===== src/design/esc_pkg.sv =====
// Package for the C string literal escaper: transaction structs, queue job format,
// phase enum and the per-byte escape renderer. No dependencies.
package esc_pkg;

   localparam int unsigned QUEUE_DEPTH = 2;
   localparam int unsigned QPTR_W      = $clog2(QUEUE_DEPTH);
   localparam int unsigned QCNT_W      = $clog2(QUEUE_DEPTH + 1);

   localparam logic [7:0] CH_QUOTE  = 8'h22;
   localparam logic [7:0] CH_BSLASH = 8'h5C;
   localparam logic [7:0] CH_DEL    = 8'h7F;
   localparam logic [7:0] CH_SPACE  = 8'h20;
   localparam logic [7:0] CH_ZERO   = 8'h30;
   localparam logic [7:0] CH_SEVEN  = 8'h37;
   localparam logic [7:0] CH_NINE   = 8'h39;
   localparam logic [7:0] CH_LC_A   = 8'h61;
   localparam logic [7:0] CH_LC_F   = 8'h66;
   localparam logic [7:0] CH_UC_A   = 8'h41;
   localparam logic [7:0] CH_UC_F   = 8'h46;
   localparam logic [7:0] CH_LC_X   = 8'h78;
   localparam logic [7:0] CH_NUL    = 8'h00;

   typedef struct packed {
      logic [7:0] char_in;
      logic       end_of_string;
      logic       empty_string;
   } esc_req_type;

   typedef struct packed {
      logic [7:0] char_out;
      logic       last_in_run;
   } esc_rsp_type;

   // One rendered byte: 0..4 characters
   typedef struct packed {
      logic [3:0][7:0] chars;
      logic [2:0]      len;
   } esc_seg_type;

   // Work for one input transaction: segment A, segment B, then q_cnt quotes
   typedef struct packed {
      esc_seg_type seg_a;
      esc_seg_type seg_b;
      logic [1:0]  q_cnt;
   } esc_job_type;

   typedef enum logic [1:0] {
      PH_A,
      PH_B,
      PH_Q
   } esc_phase_type;

   function automatic logic [7:0] hex_char(input logic [3:0] d);
      logic [7:0] r;
      if (d < 4'd10) begin
         r = CH_ZERO + {4'd0, d};
      end else begin
         r = CH_LC_A + {4'd0, d} - 8'd10;
      end
      return r;
   endfunction

   function automatic esc_seg_type render(input logic [7:0] v, input logic [7:0] nx);
      esc_seg_type s;
      logic [7:0]  letter;
      logic        need;
      logic        nx_oct;
      logic        nx_hex;
      need   = (v == CH_BSLASH) || (v == CH_QUOTE) || (v == CH_DEL) ||
               (v < CH_SPACE) || v[7];
      nx_oct = (nx >= CH_ZERO) && (nx <= CH_SEVEN);
      nx_hex = ((nx >= CH_ZERO) && (nx <= CH_NINE)) ||
               ((nx >= CH_LC_A) && (nx <= CH_LC_F)) ||
               ((nx >= CH_UC_A) && (nx <= CH_UC_F));
      case (v)
         8'h09:     letter = 8'h74; // t
         8'h0A:     letter = 8'h6E; // n
         8'h0B:     letter = 8'h76; // v
         8'h0C:     letter = 8'h66; // f
         8'h0D:     letter = 8'h72; // r
         CH_BSLASH: letter = CH_BSLASH;
         CH_QUOTE:  letter = CH_QUOTE;
         default:   letter = CH_NUL;
      endcase
      s.chars = '0;
      if (!need) begin
         s.chars[0] = v;
         s.len      = 3'd1;
      end else if (letter != CH_NUL) begin
         s.chars[0] = CH_BSLASH;
         s.chars[1] = letter;
         s.len      = 3'd2;
      end else if ((v < 8'd8) && !nx_oct) begin
         s.chars[0] = CH_BSLASH;
         s.chars[1] = CH_ZERO + {5'd0, v[2:0]};
         s.len      = 3'd2;
      end else if ((v >= 8'd8) && !nx_hex) begin
         s.chars[0] = CH_BSLASH;
         s.chars[1] = CH_LC_X;
         s.chars[2] = hex_char(v[7:4]);
         s.chars[3] = hex_char(v[3:0]);
         s.len      = 3'd4;
      end else begin
         s.chars[0] = CH_BSLASH;
         s.chars[1] = CH_ZERO + {6'd0, v[7:6]};
         s.chars[2] = CH_ZERO + {5'd0, v[5:3]};
         s.chars[3] = CH_ZERO + {5'd0, v[2:0]};
         s.len      = 3'd4;
      end
      return s;
   endfunction

endpackage


===== src/design/esc_front.sv =====
// Front end: keeps the held byte and turns each input transaction into a job.
// Depends on esc_pkg.
module esc_front (
   input  logic                 clock,
   input  logic                 reset,
   input  logic                 req_valid,
   output logic                 req_stall,
   input  esc_pkg::esc_req_type req_data,
   input  logic                 q_full,
   output logic                 q_push,
   output esc_pkg::esc_job_type q_job
);

   logic [7:0] held_byte_ff, held_byte_in;
   logic       held_valid_ff, held_valid_in;
   logic       accept;

   assign req_stall = q_full;
   assign accept    = req_valid && !q_full;
   assign q_push    = accept;

   always_comb begin
      q_job         = '0;
      held_byte_in  = held_byte_ff;
      held_valid_in = held_valid_ff;
      if (req_data.empty_string) begin
         if (held_valid_ff) begin
            q_job.seg_a = esc_pkg::render(held_byte_ff, esc_pkg::CH_NUL);
            q_job.q_cnt = 2'd3;
         end else begin
            q_job.q_cnt = 2'd2;
         end
      end else begin
         if (held_valid_ff) begin
            q_job.seg_a = esc_pkg::render(held_byte_ff, req_data.char_in);
         end else begin
            q_job.seg_a.chars[0] = esc_pkg::CH_QUOTE;
            q_job.seg_a.len      = 3'd1;
         end
         if (req_data.end_of_string) begin
            q_job.seg_b = esc_pkg::render(req_data.char_in, esc_pkg::CH_NUL);
            q_job.q_cnt = 2'd1;
         end
      end
      if (accept) begin
         if (req_data.empty_string || req_data.end_of_string) begin
            held_byte_in  = '0;
            held_valid_in = 1'b0;
         end else begin
            held_byte_in  = req_data.char_in;
            held_valid_in = 1'b1;
         end
      end
   end

   always_ff @(posedge clock) begin
      if (reset) begin
         held_byte_ff  <= '0;
         held_valid_ff <= 1'b0;
      end else begin
         held_byte_ff  <= held_byte_in;
         held_valid_ff <= held_valid_in;
      end
   end

endmodule


===== src/design/esc_queue.sv =====
// Small register FIFO of jobs between front and back end.
// Depends on esc_pkg.
module esc_queue (
   input  logic                 clock,
   input  logic                 reset,
   input  logic                 push,
   input  esc_pkg::esc_job_type push_job,
   output logic                 full,
   input  logic                 pop,
   output logic                 not_empty,
   output esc_pkg::esc_job_type head_job
);

   esc_pkg::esc_job_type entry_ff [esc_pkg::QUEUE_DEPTH];
   logic [esc_pkg::QPTR_W-1:0] wr_ptr_ff, wr_ptr_in;
   logic [esc_pkg::QPTR_W-1:0] rd_ptr_ff, rd_ptr_in;
   logic [esc_pkg::QCNT_W-1:0] count_ff, count_in;

   assign full      = (count_ff == esc_pkg::QCNT_W'(esc_pkg::QUEUE_DEPTH));
   assign not_empty = (count_ff != '0);
   assign head_job  = entry_ff[rd_ptr_ff];

   function automatic logic [esc_pkg::QPTR_W-1:0] ptr_inc(
      input logic [esc_pkg::QPTR_W-1:0] p);
      logic [esc_pkg::QPTR_W-1:0] r;
      if (p == esc_pkg::QPTR_W'(esc_pkg::QUEUE_DEPTH - 1)) begin
         r = '0;
      end else begin
         r = p + 1'b1;
      end
      return r;
   endfunction

   always_comb begin
      wr_ptr_in = push ? ptr_inc(wr_ptr_ff) : wr_ptr_ff;
      rd_ptr_in = pop ? ptr_inc(rd_ptr_ff) : rd_ptr_ff;
      count_in  = count_ff;
      if (push && !pop) begin
         count_in = count_ff + 1'b1;
      end else if (pop && !push) begin
         count_in = count_ff - 1'b1;
      end
   end

   always_ff @(posedge clock) begin
      if (reset) begin
         wr_ptr_ff <= '0;
         rd_ptr_ff <= '0;
         count_ff  <= '0;
      end else begin
         wr_ptr_ff <= wr_ptr_in;
         rd_ptr_ff <= rd_ptr_in;
         count_ff  <= count_in;
      end
   end

   always_ff @(posedge clock) begin
      if (push) begin
         entry_ff[wr_ptr_ff] <= push_job;
      end
   end

endmodule


===== src/design/esc_back.sv =====
// Back end: walks the head job one character per cycle, when not stalled, into the output register.
// Depends on esc_pkg.
module esc_back (
   input  logic                 clock,
   input  logic                 reset,
   input  logic                 q_not_empty,
   input  esc_pkg::esc_job_type q_job,
   output logic                 q_pop,
   output logic                 rsp_valid,
   input  logic                 rsp_stall,
   output esc_pkg::esc_rsp_type rsp_data
);

   esc_pkg::esc_phase_type phase_ff, phase_in, cur_ph, start_ph, next_ph;
   logic [1:0] idx_ff, idx_in, cur_idx;
   logic       started_ff, started_in;
   logic       rsp_valid_ff, rsp_valid_in;
   esc_pkg::esc_rsp_type rsp_data_ff, rsp_data_in;
   logic [2:0] cur_len;
   logic [7:0] cur_char;
   logic       more_in_seg, has_next, last, emit;

   assign rsp_valid = rsp_valid_ff;
   assign rsp_data  = rsp_data_ff;
   assign emit      = q_not_empty && (!rsp_valid_ff || !rsp_stall);
   assign q_pop     = emit && last;

   always_comb begin
      // first non-empty segment of a fresh job
      if (q_job.seg_a.len != '0) begin
         start_ph = esc_pkg::PH_A;
      end else if (q_job.seg_b.len != '0) begin
         start_ph = esc_pkg::PH_B;
      end else begin
         start_ph = esc_pkg::PH_Q;
      end
      cur_ph  = started_ff ? phase_ff : start_ph;
      cur_idx = started_ff ? idx_ff : 2'd0;

      unique case (cur_ph)
         esc_pkg::PH_A: begin
            cur_len  = q_job.seg_a.len;
            cur_char = q_job.seg_a.chars[cur_idx];
            has_next = (q_job.seg_b.len != '0) || (q_job.q_cnt != '0);
            next_ph  = (q_job.seg_b.len != '0) ? esc_pkg::PH_B : esc_pkg::PH_Q;
         end
         esc_pkg::PH_B: begin
            cur_len  = q_job.seg_b.len;
            cur_char = q_job.seg_b.chars[cur_idx];
            has_next = (q_job.q_cnt != '0);
            next_ph  = esc_pkg::PH_Q;
         end
         esc_pkg::PH_Q: begin
            cur_len  = {1'b0, q_job.q_cnt};
            cur_char = esc_pkg::CH_QUOTE;
            has_next = 1'b0;
            next_ph  = esc_pkg::PH_Q;
         end
         default: begin
            cur_len  = '0;
            cur_char = esc_pkg::CH_QUOTE;
            has_next = 1'b0;
            next_ph  = esc_pkg::PH_Q;
         end
      endcase

      more_in_seg = ({1'b0, cur_idx} + 3'd1) < cur_len;
      last        = !more_in_seg && !has_next;

      phase_in     = phase_ff;
      idx_in       = idx_ff;
      started_in   = started_ff;
      rsp_data_in  = rsp_data_ff;
      rsp_valid_in = rsp_valid_ff && rsp_stall;
      if (emit) begin
         rsp_valid_in         = 1'b1;
         rsp_data_in.char_out = cur_char;
         rsp_data_in.last_in_run = last;
         if (last) begin
            started_in = 1'b0;
         end else if (more_in_seg) begin
            started_in = 1'b1;
            phase_in   = cur_ph;
            idx_in     = cur_idx + 2'd1;
         end else begin
            started_in = 1'b1;
            phase_in   = next_ph;
            idx_in     = 2'd0;
         end
      end
   end

   always_ff @(posedge clock) begin
      if (reset) begin
         phase_ff     <= esc_pkg::PH_A;
         idx_ff       <= '0;
         started_ff   <= 1'b0;
         rsp_valid_ff <= 1'b0;
      end else begin
         phase_ff     <= phase_in;
         idx_ff       <= idx_in;
         started_ff   <= started_in;
         rsp_valid_ff <= rsp_valid_in;
      end
   end

   always_ff @(posedge clock) begin
      rsp_data_ff <= rsp_data_in;
   end

endmodule


===== src/design/c_string_literal_escaper.sv =====
// Top level of the C string literal escaper: front end, job queue, back end.
// Depends on esc_pkg, esc_front, esc_queue, esc_back.
//
//   channel | direction | handshake            | payload
//   req_    | in        | req_valid/req_stall  | esc_req_type (char_in, flags)
//   rsp_    | out       | rsp_valid/rsp_stall  | esc_rsp_type (char_out, last_in_run)
//
// The back end emits one character per cycle while a job is queued and rsp_stall allows it;
// a transaction yields 1 to 9 output characters: a plain byte renders to one, an escaped byte up to 4.
// The front end renders a transaction in the cycle it is accepted; a two-entry job
// queue lets it take new transactions while the back end drains.
// req_stall is high only while the queue is full. Synchronous reset clears the
// held byte, the queue and the output valid flag.
module c_string_literal_escaper (
   input  logic                 clock,
   input  logic                 reset,
   input  logic                 req_valid,
   output logic                 req_stall,
   input  esc_pkg::esc_req_type req_data,
   output logic                 rsp_valid,
   input  logic                 rsp_stall,
   output esc_pkg::esc_rsp_type rsp_data
);

   logic                 q_full, q_push, q_pop, q_not_empty;
   esc_pkg::esc_job_type push_job, head_job;

   esc_front u_front (
      .clock     (clock),
      .reset     (reset),
      .req_valid (req_valid),
      .req_stall (req_stall),
      .req_data  (req_data),
      .q_full    (q_full),
      .q_push    (q_push),
      .q_job     (push_job)
   );

   esc_queue u_queue (
      .clock     (clock),
      .reset     (reset),
      .push      (q_push),
      .push_job  (push_job),
      .full      (q_full),
      .pop       (q_pop),
      .not_empty (q_not_empty),
      .head_job  (head_job)
   );

   esc_back u_back (
      .clock       (clock),
      .reset       (reset),
      .q_not_empty (q_not_empty),
      .q_job       (head_job),
      .q_pop       (q_pop),
      .rsp_valid   (rsp_valid),
      .rsp_stall   (rsp_stall),
      .rsp_data    (rsp_data)
   );

endmodule

===== config.mk =====
export PLATFORM = sky130hd
export DESIGN_NAME = c_string_literal_escaper
export DESIGN_NICKNAME = d
export VERILOG_FILES = /design/src/design/esc_pkg.sv /design/src/design/esc_front.sv /design/src/design/esc_queue.sv /design/src/design/esc_back.sv /design/src/design/c_string_literal_escaper.sv
export SDC_FILE = /design/constraint.sdc
export NUM_CORES = 1
export LEC_CHECK = 0
export ABC_AREA = 1
export CAP_MARGIN = 20
export CORE_MARGIN = 2
export CORE_UTILIZATION = 41
export DETAILED_ROUTE_END_ITERATION = 10
export DONT_BUFFER_PORTS = 1
export GPL_TIMING_DRIVEN = 1
export HOLD_SLACK_MARGIN = 0.08
export PLACE_DENSITY_LB_ADDON = 0.2
export SLEW_MARGIN = 20
export SYNTH_ARGS = -nofsm -noshare
export SYNTH_HDL_FRONTEND = slang
export SYNTH_SLANG_ARGS = --single-unit

===== constraint.sdc =====
create_clock -name clock -period 6.2 [get_ports clock]
set_input_delay 0.93 -clock clock [delete_from_list [all_inputs] [get_ports clock]]
set_output_delay 0.93 -clock clock [all_outputs]
set_load 0.03 [all_outputs]

==> results.sh, run 1 <==
export IMPL_outcome="finished clean"
export IMPL_dp_hpwl_um=13400
export IMPL_postCtsSetupBuffers=0
export IMPL_drc=0
export IMPL_clock_sinks=161
export IMPL_tns_ps=0
export IMPL_p_leak_uw=0.00361
export IMPL_cpMostUsedCell="nand2_1"
export IMPL_io_pins=25
export IMPL_ir_drop_mv=0.210
export IMPL_min_period_ps=4090
export IMPL_die_h_um=145
export IMPL_vias_per_cell=5.22
export IMPL_synth_simple_area_share_pct=19.1
export IMPL_finalHoldViolCount=0
export IMPL_critPathCaptureType="flop"
export IMPL_cts_tree="built"
export IMPL_die_w_um=145
export IMPL_synth_cell_types=46
export IMPL_crit_path_max_incr_delay_ps=720
export IMPL_fin_cells=1122
export IMPL_worstPathCellList="inv_2 > nand2_1 > nand2_1 > nor2_2 > nand2_1 > nand2_1 > nand2_1 > nor2_1 > inv_2 > o22ai_1 > inv_1 > ha_1 > nand2_1 > inv_1 > nand2_2 > nand2_2 > nand3_2 > ha_1 > a21oi_1 > o21ai_0 > o21ai_0 > a21oi_1"
export IMPL_swShare_pct=30.7
export IMPL_drv_slew=0
export IMPL_synth_top_family_by_area="simple AND/OR/NAND/NOR gates"
export IMPL_setup_ws_ps=2110
export IMPL_synthMuxAreaShare_pct=0.371
export IMPL_drtPass1Iterations=5
export IMPL_pwr_share_comb_pct=20.2
export IMPL_final_net_count=882
export IMPL_seqPwrFrac_pct=47.0
export IMPL_clkLatencyLatePin_ps=430
export IMPL_clk_pin_slew_ps=70
export IMPL_crit_required_ps=6520
export IMPL_cap_violations=0
export IMPL_cp_start_kind="flop"
export IMPL_place_ws_ps=2150
export IMPL_synth_compound_area_share_pct=12.9
export IMPL_whs_ps=468
export IMPL_grt_overflow=0
export IMPL_drive_gt1_share_pct=11.2
export IMPL_wl_per_cell_um=16.9
export IMPL_yosysWarnings=0
export IMPL_ant_nets=0
export IMPL_reg2reg_slack_ps=2110
export IMPL_powerDensity_mw_per_mm2=351
export IMPL_areaGrowthSynthToFinish_pct=10.9
export IMPL_syn_area_mm2=0.00810
export IMPL_cp_arrival_ps=4410
export IMPL_seq_area_frac_synth_pct=57.2
export IMPL_internal_power_uw=2190
export IMPL_synthCells=843
export IMPL_path_class="reg -> reg"
export IMPL_via_count=5861
export IMPL_wl_um=19000
export IMPL_hold_class="reg -> reg"
export IMPL_grt_pass1_wl_um=29700
export IMPL_io_buffers=0
export IMPL_synth_fa_ha_area_share_pct=3.71
export IMPL_critPathBufInv=4
export IMPL_track_usage_pct=19.2
export IMPL_start_util_pct=41.8
export IMPL_max_freq_mhz=244
export IMPL_core_mm2=0.0194
export IMPL_rows=51
export IMPL_drtIter0Drc=355
export IMPL_antenna_found_initial=0
export IMPL_numCtsBuffers=17
export IMPL_die_area_mm2=0.0209
export IMPL_dp_cells=1090
export IMPL_cp_slowest_cell="dfxtp_2"
export IMPL_grt_max_degree=60
export IMPL_cp_max_fo=31
export IMPL_place_gp_congestion=0.915
export IMPL_insertedDiodeCount=0
export IMPL_h_tree_depth=4
export IMPL_synth_seq_cells=161
export IMPL_p_clk_share_pct=32.8
export IMPL_period_share_pct=66.0
export IMPL_path_delay_family="simple AND/OR/NAND/NOR gates"
export IMPL_cts_resized=0
export IMPL_power_switching_uw=968
export IMPL_rsz0062_at_grt="false"
export IMPL_final_core_util_pct=46.3
export IMPL_synth_xor_area_share_pct=0.540
export IMPL_grt_pass1_vias=5547
export IMPL_cts_root_buf="clkbuf_16"
export IMPL_fin_worst_skew_ps=12.5
export IMPL_cts_buffer_depth=2
export IMPL_hold_buffers=0
export IMPL_syn_mean_instance_area_um2=9.61
export IMPL_setup_viol=0
export IMPL_max_slew_margin_rel_pct=50.6
export IMPL_tightestPinTransition_ps=741
[sequential cells by signal, summed over array words and instances, names as in the netlist, named ones only]
register,cells
u_back.idx_ff,2
u_back.phase_ff,2
u_back.rsp_data,9
u_back.rsp_valid,1
u_back.started_ff,1
u_front.held_byte_ff,8
u_front.held_valid_ff,1
u_queue.count_ff,2
u_queue.entry_ff,132
u_queue.rd_ptr_ff,1
u_queue.wr_ptr_ff,1
[through the flow]
stage	total power, uW	area, um^2
detailed placement	2150	8390
global placement	2150	8390
floorplan	1970	8110
finish	3160	8990
global route	3310	8990
CTS	3180	8990
[metal layers]
metal	GRT usage [%]	share of wire, %	vias to the layer above
met1	26.6	48	2788
li1	-	-	2903
met2	29.9	46	151
met5	0	0	-
met4	6.64	1.5	0
met3	4.17	4.9	19
[final timing paths]
check,endpoint,cells after the start,start
max,u_queue.count_ff[1],22,flop
min,u_back.idx_ff[1],2,u_back.idx_ff[1]
max reg2reg,u_queue.count_ff[1],22,flop
min reg2reg,u_back.idx_ff[1],2,u_back.idx_ff[1]
[tightest hold or removal path, delay by kind of cell, from the launching register on]
family | cells | cell delay, ps
flip-flops | 1 | 310
AND/OR/NAND/NOR | 1 | 60
AO/OA/AOI/OAI | 1 | 60
[cells in the final DEF, fill, tap and decap left out, types with 14 or more instances in the layout]
cell type / instances
inv_2: 16
nand2_2: 14
clkbuf_16: 20
nand2_1: 215
a21oi_1: 76
nor2_1: 64
ha_1: 24
nand3_1: 19
inv_1: 83
a32o_1: 33
dfxtp_1: 19
o21ai_0: 23
nor3_1: 15
edfxtp_1: 141
[cells in the mapped netlist, drive strengths merged]
cell type  instances  share of area [%]
a2111oi            1               0.11
a211oi             2               0.25
a21boi             1              0.093
a21oi             77                4.8
a31oi              4               0.31
a32o              33                4.1
buf               12               0.80
clkbuf            15               0.71
clkinv             2               0.11
conb               1              0.046
dfxtp             20                4.9
edfxtp           141                 52
ha                24                3.7
inv               99                4.6
mux2i              3               0.37
nand2            229                 11
nand3             21                1.4
nand4              6               0.46
nor2              75                4.0
nor3              20                1.5
nor3b              1              0.093
nor4               2               0.23
o2111ai            1               0.11
o211ai             4               0.37
o21a               2               0.19
o21ai             31                2.0
o221ai             1               0.11
o22ai              4               0.31
o31ai              2               0.19
or2                4               0.31
xor2               5               0.54
[final cells by class]
cell class                 instances  area [um^2]
fill                            1847        10400
multi-input combinational        557         2990
inverter                         101          380
tap                              265          332
clock inverter                     9         60.1
timing repair buffer               6         45.0
clock buffer                      23          542
sequential                       161         4640
[power by group through the flow]
stage	clock network, uW	registers, uW	logic [uW]
2_1_floorplan	0	1490	479
3_3_place_gp	0	1510	639
3_5_place_dp	0	1510	637
4_1_cts	1050	1490	641
5_1_grt	1090	1500	714
6_report	1040	1490	637
[kinds of logic after synthesis]
logic type / Yosys count
multiplexers: 3
other: 1
AND/OR/NAND/NOR: 358
XOR/XNOR: 5
AO/OA/AOI/OAI: 163
flip-flops: 161
adder cells (fa/ha/maj): 24
buffers and inverters: 128
Note: power is estimated with default switching activity, not from simulation.
==> run 2, diff against run 1 <==
==> constraint.sdc (replaced) <==
create_clock -name clock -period 3.9 [get_ports clock]
set_input_delay 0.585 -clock clock [delete_from_list [all_inputs] [get_ports clock]]
set_output_delay 0.585 -clock clock [all_outputs]
set_load 0.03 [all_outputs]
==> run 2 against run 1 <==
  * Clock-buffer cell count shrank 6
  * Via count is essentially flat
  * Total power up 58%
  * Critical path depth grew 2
  * Largest cell class unchanged
  * Largest power group unchanged
==> results.sh, run 2 (same netlist as run 1, synthesis figures left out) <==
export IMPL_outcome="finished clean"
export IMPL_setup_viol=0
export IMPL_drc=0
export IMPL_rows=51
export IMPL_worstPathCellList="inv_2 > nand2_1 > nand2_1 > nand2_1 > nor2_2 > nand2_1 > nand2_1 > nand2_1 > nor2_1 > buf_4 > inv_2 > o22ai_1 > inv_1 > ha_1 > nand2_1 > inv_1 > nand2_2 > nand2_2 > nand3_2 > ha_1 > a21oi_1 > o21ai_0 > o21ai_0 > a21oi_1"
export IMPL_met3_usage_pct=4.14
export IMPL_start_util_pct=41.8
export IMPL_postCtsSetupBuffers=0
export IMPL_drive_gt1_share_pct=11.5
export IMPL_vias_per_cell=5.20
export IMPL_grt_overflow=0
export IMPL_stdcell_area_mm2=0.00900
export IMPL_place_gp_congestion=0.886
export IMPL_clk_pin_slew_ps=70
export IMPL_clock_sinks=161
export IMPL_path_delay_family="simple AND/OR/NAND/NOR gates"
export IMPL_cp_max_fo=9
export IMPL_path_class="reg -> reg"
export IMPL_grt_busiest_layer="met2"
export IMPL_finalHoldViolCount=0
export IMPL_drtPass1Iterations=5
export IMPL_tightestPinTransition_ps=940
export IMPL_cts_root_buf="clkbuf_16"
export IMPL_grt_use_met2_pct=29.3
export IMPL_areaGrowthSynthToFinish_pct=11.0
export IMPL_final_net_count=887
export IMPL_cp_arrival_ps=3510
export IMPL_numCtsBuffers=17
export IMPL_grt_util_met1_pct=28.1
export IMPL_wl_um=19100
export IMPL_p_leak_uw=0.00360
export IMPL_regMostFlops="u_queue.entry_ff"
export IMPL_largest_register_ffs=132
export IMPL_internal_power_uw=3400
export IMPL_hold_class="in -> reg"
export IMPL_max_freq_mhz=313
export IMPL_insertedDiodeCount=0
export IMPL_max_slew_margin_rel_pct=37.3
export IMPL_powerDensity_mw_per_mm2=554
export IMPL_tns_ps=0
export IMPL_die_w_um=145
export IMPL_ir_drop_mv=0.287
export IMPL_cts_resized=0
export IMPL_rsz0062_at_grt="false"
export IMPL_h_tree_depth=4
export IMPL_swShare_pct=31.8
export IMPL_io_buffers=0
export IMPL_pwr_share_comb_pct=21.1
export IMPL_crit_path_max_incr_delay_ps=360
export IMPL_seqPwrFrac_pct=47.3
export IMPL_drtIter0Drc=533
export IMPL_die_area_mm2=0.0209
export IMPL_crit_required_ps=4210
export IMPL_grt_pass1_vias=5537
export IMPL_p_clk_share_pct=31.6
export IMPL_setup_ws_ps=707
export IMPL_critPathCaptureType="flop"
export IMPL_fin_worst_skew_ps=9.27
export IMPL_cp_start_kind="flop"
export IMPL_final_common_cell="nand2_1"
export IMPL_io_pins=25
export IMPL_clkLatencyLatePin_ps=430
export IMPL_mostFrequentLayoutCells="215 x nand2_1, 141 x edfxtp_1, 83 x inv_1, 76 x a21oi_1, 64 x nor2_1"
export IMPL_drv_slew=0
export IMPL_core_mm2=0.0194
export IMPL_period_share_pct=81.9
export IMPL_wl_per_cell_um=17.0
export IMPL_cp_slowest_cell="dfxtp_2"
export IMPL_cts_buffer_depth=2
export IMPL_power_switching_uw=1580
export IMPL_cpMostUsedCell="nand2_1"
export IMPL_cap_violations=0
export IMPL_via_count=5862
export IMPL_placed_area_mm2=0.00844
export IMPL_place_ws_ps=771
export IMPL_hold_buffers=0
export IMPL_cts_tree="built"
export IMPL_antenna_found_initial=0
export IMPL_die_h_um=145
export IMPL_min_period_ps=3190
export IMPL_grt_pass1_wl_um=30300
export IMPL_grt_max_degree=67
export IMPL_hp_start="reset"
export IMPL_track_usage_pct=19.4
export IMPL_critPathBufInv=5
export IMPL_ant_nets=0
export IMPL_dp_hpwl_um=13400
-- run 2: cell count changes in the layout (fill, tap and decap cells not counted), sizes merged --
cell	previous run	this run
clkbuf	23	17
clkinvlp	0	2
buf	6	11
bufinv	0	1
clkinv	6	9
-- run 2: worst register-to-register path: stages (launching register included) --
cell	delay (ps)
dfxtp_2	360
inv_2	120
nand2_1	70
nand2_1	80
nand2_1	70
nor2_2	150
nand2_1	70
nand2_1	60
nand2_1	90
nor2_1	110
buf_4	170
inv_2	70
o22ai_1	110
inv_1	60
ha_1	290
nand2_1	50
inv_1	50
nand2_2	60
nand2_2	110
nand3_2	110
ha_1	340
a21oi_1	120
o21ai_0	120
o21ai_0	180
a21oi_1	60
-- run 2: power groups by stage --
stage	logic (uW)	registers, uW	clock network, uW
final	1050	2360	1570
after global routing	1180	2380	1680
after CTS	1060	2360	1610
after detailed placement	1060	2390	0
after global placement	1060	2400	0
after floorplan	763	2360	0
-- run 2: path summary, 6_finish.rpt --
| kind | endpoint | slack, ps | cells past startpoint |
|---|---|---|---|
| setup / recovery | u_queue.count_ff[1] | 710 | 24 |
| hold / removal | u_front.held_byte_ff[0] | 220 | 1 |
| setup reg to reg | u_queue.count_ff[1] | 710 | 24 |
| hold reg to reg | u_back.idx_ff[1] | 470 | 2 |
-- run 2: per-stage QoR --
stage | std cells | hold WS [ps] | utilization [%] | power (uW)
floorplan | 846 | 440 | - | 3130
global placement | 1095 | 451 | 43.5 | 3450
detailed placement | 1095 | 460 | 43.5 | 3450
CTS | 1127 | 200 | 46.4 | 5030
global route | 1127 | 195 | 46.4 | 5250
finish | 1127 | 219 | 46.4 | 4990
-- run 2: final cells by class --
| type | instances | area (um^2) |
|---|---|---|
| Multi-Input combinational cell | 557 | 2990 |
| Clock inverter | 15 | 135 |
| Tap cell | 265 | 332 |
| Inverter | 101 | 380 |
| Fill cell | 1885 | 10400 |
| Sequential cell | 161 | 4640 |
| Clock buffer | 17 | 425 |
| Timing Repair Buffer | 11 | 95.1 |
-- run 2: layer usage --
metal	wire, um	vias up
met2	8590	141
met1	9390	2779
li1	-	2914
met3	869	28
met4	298	0
met5	0	-
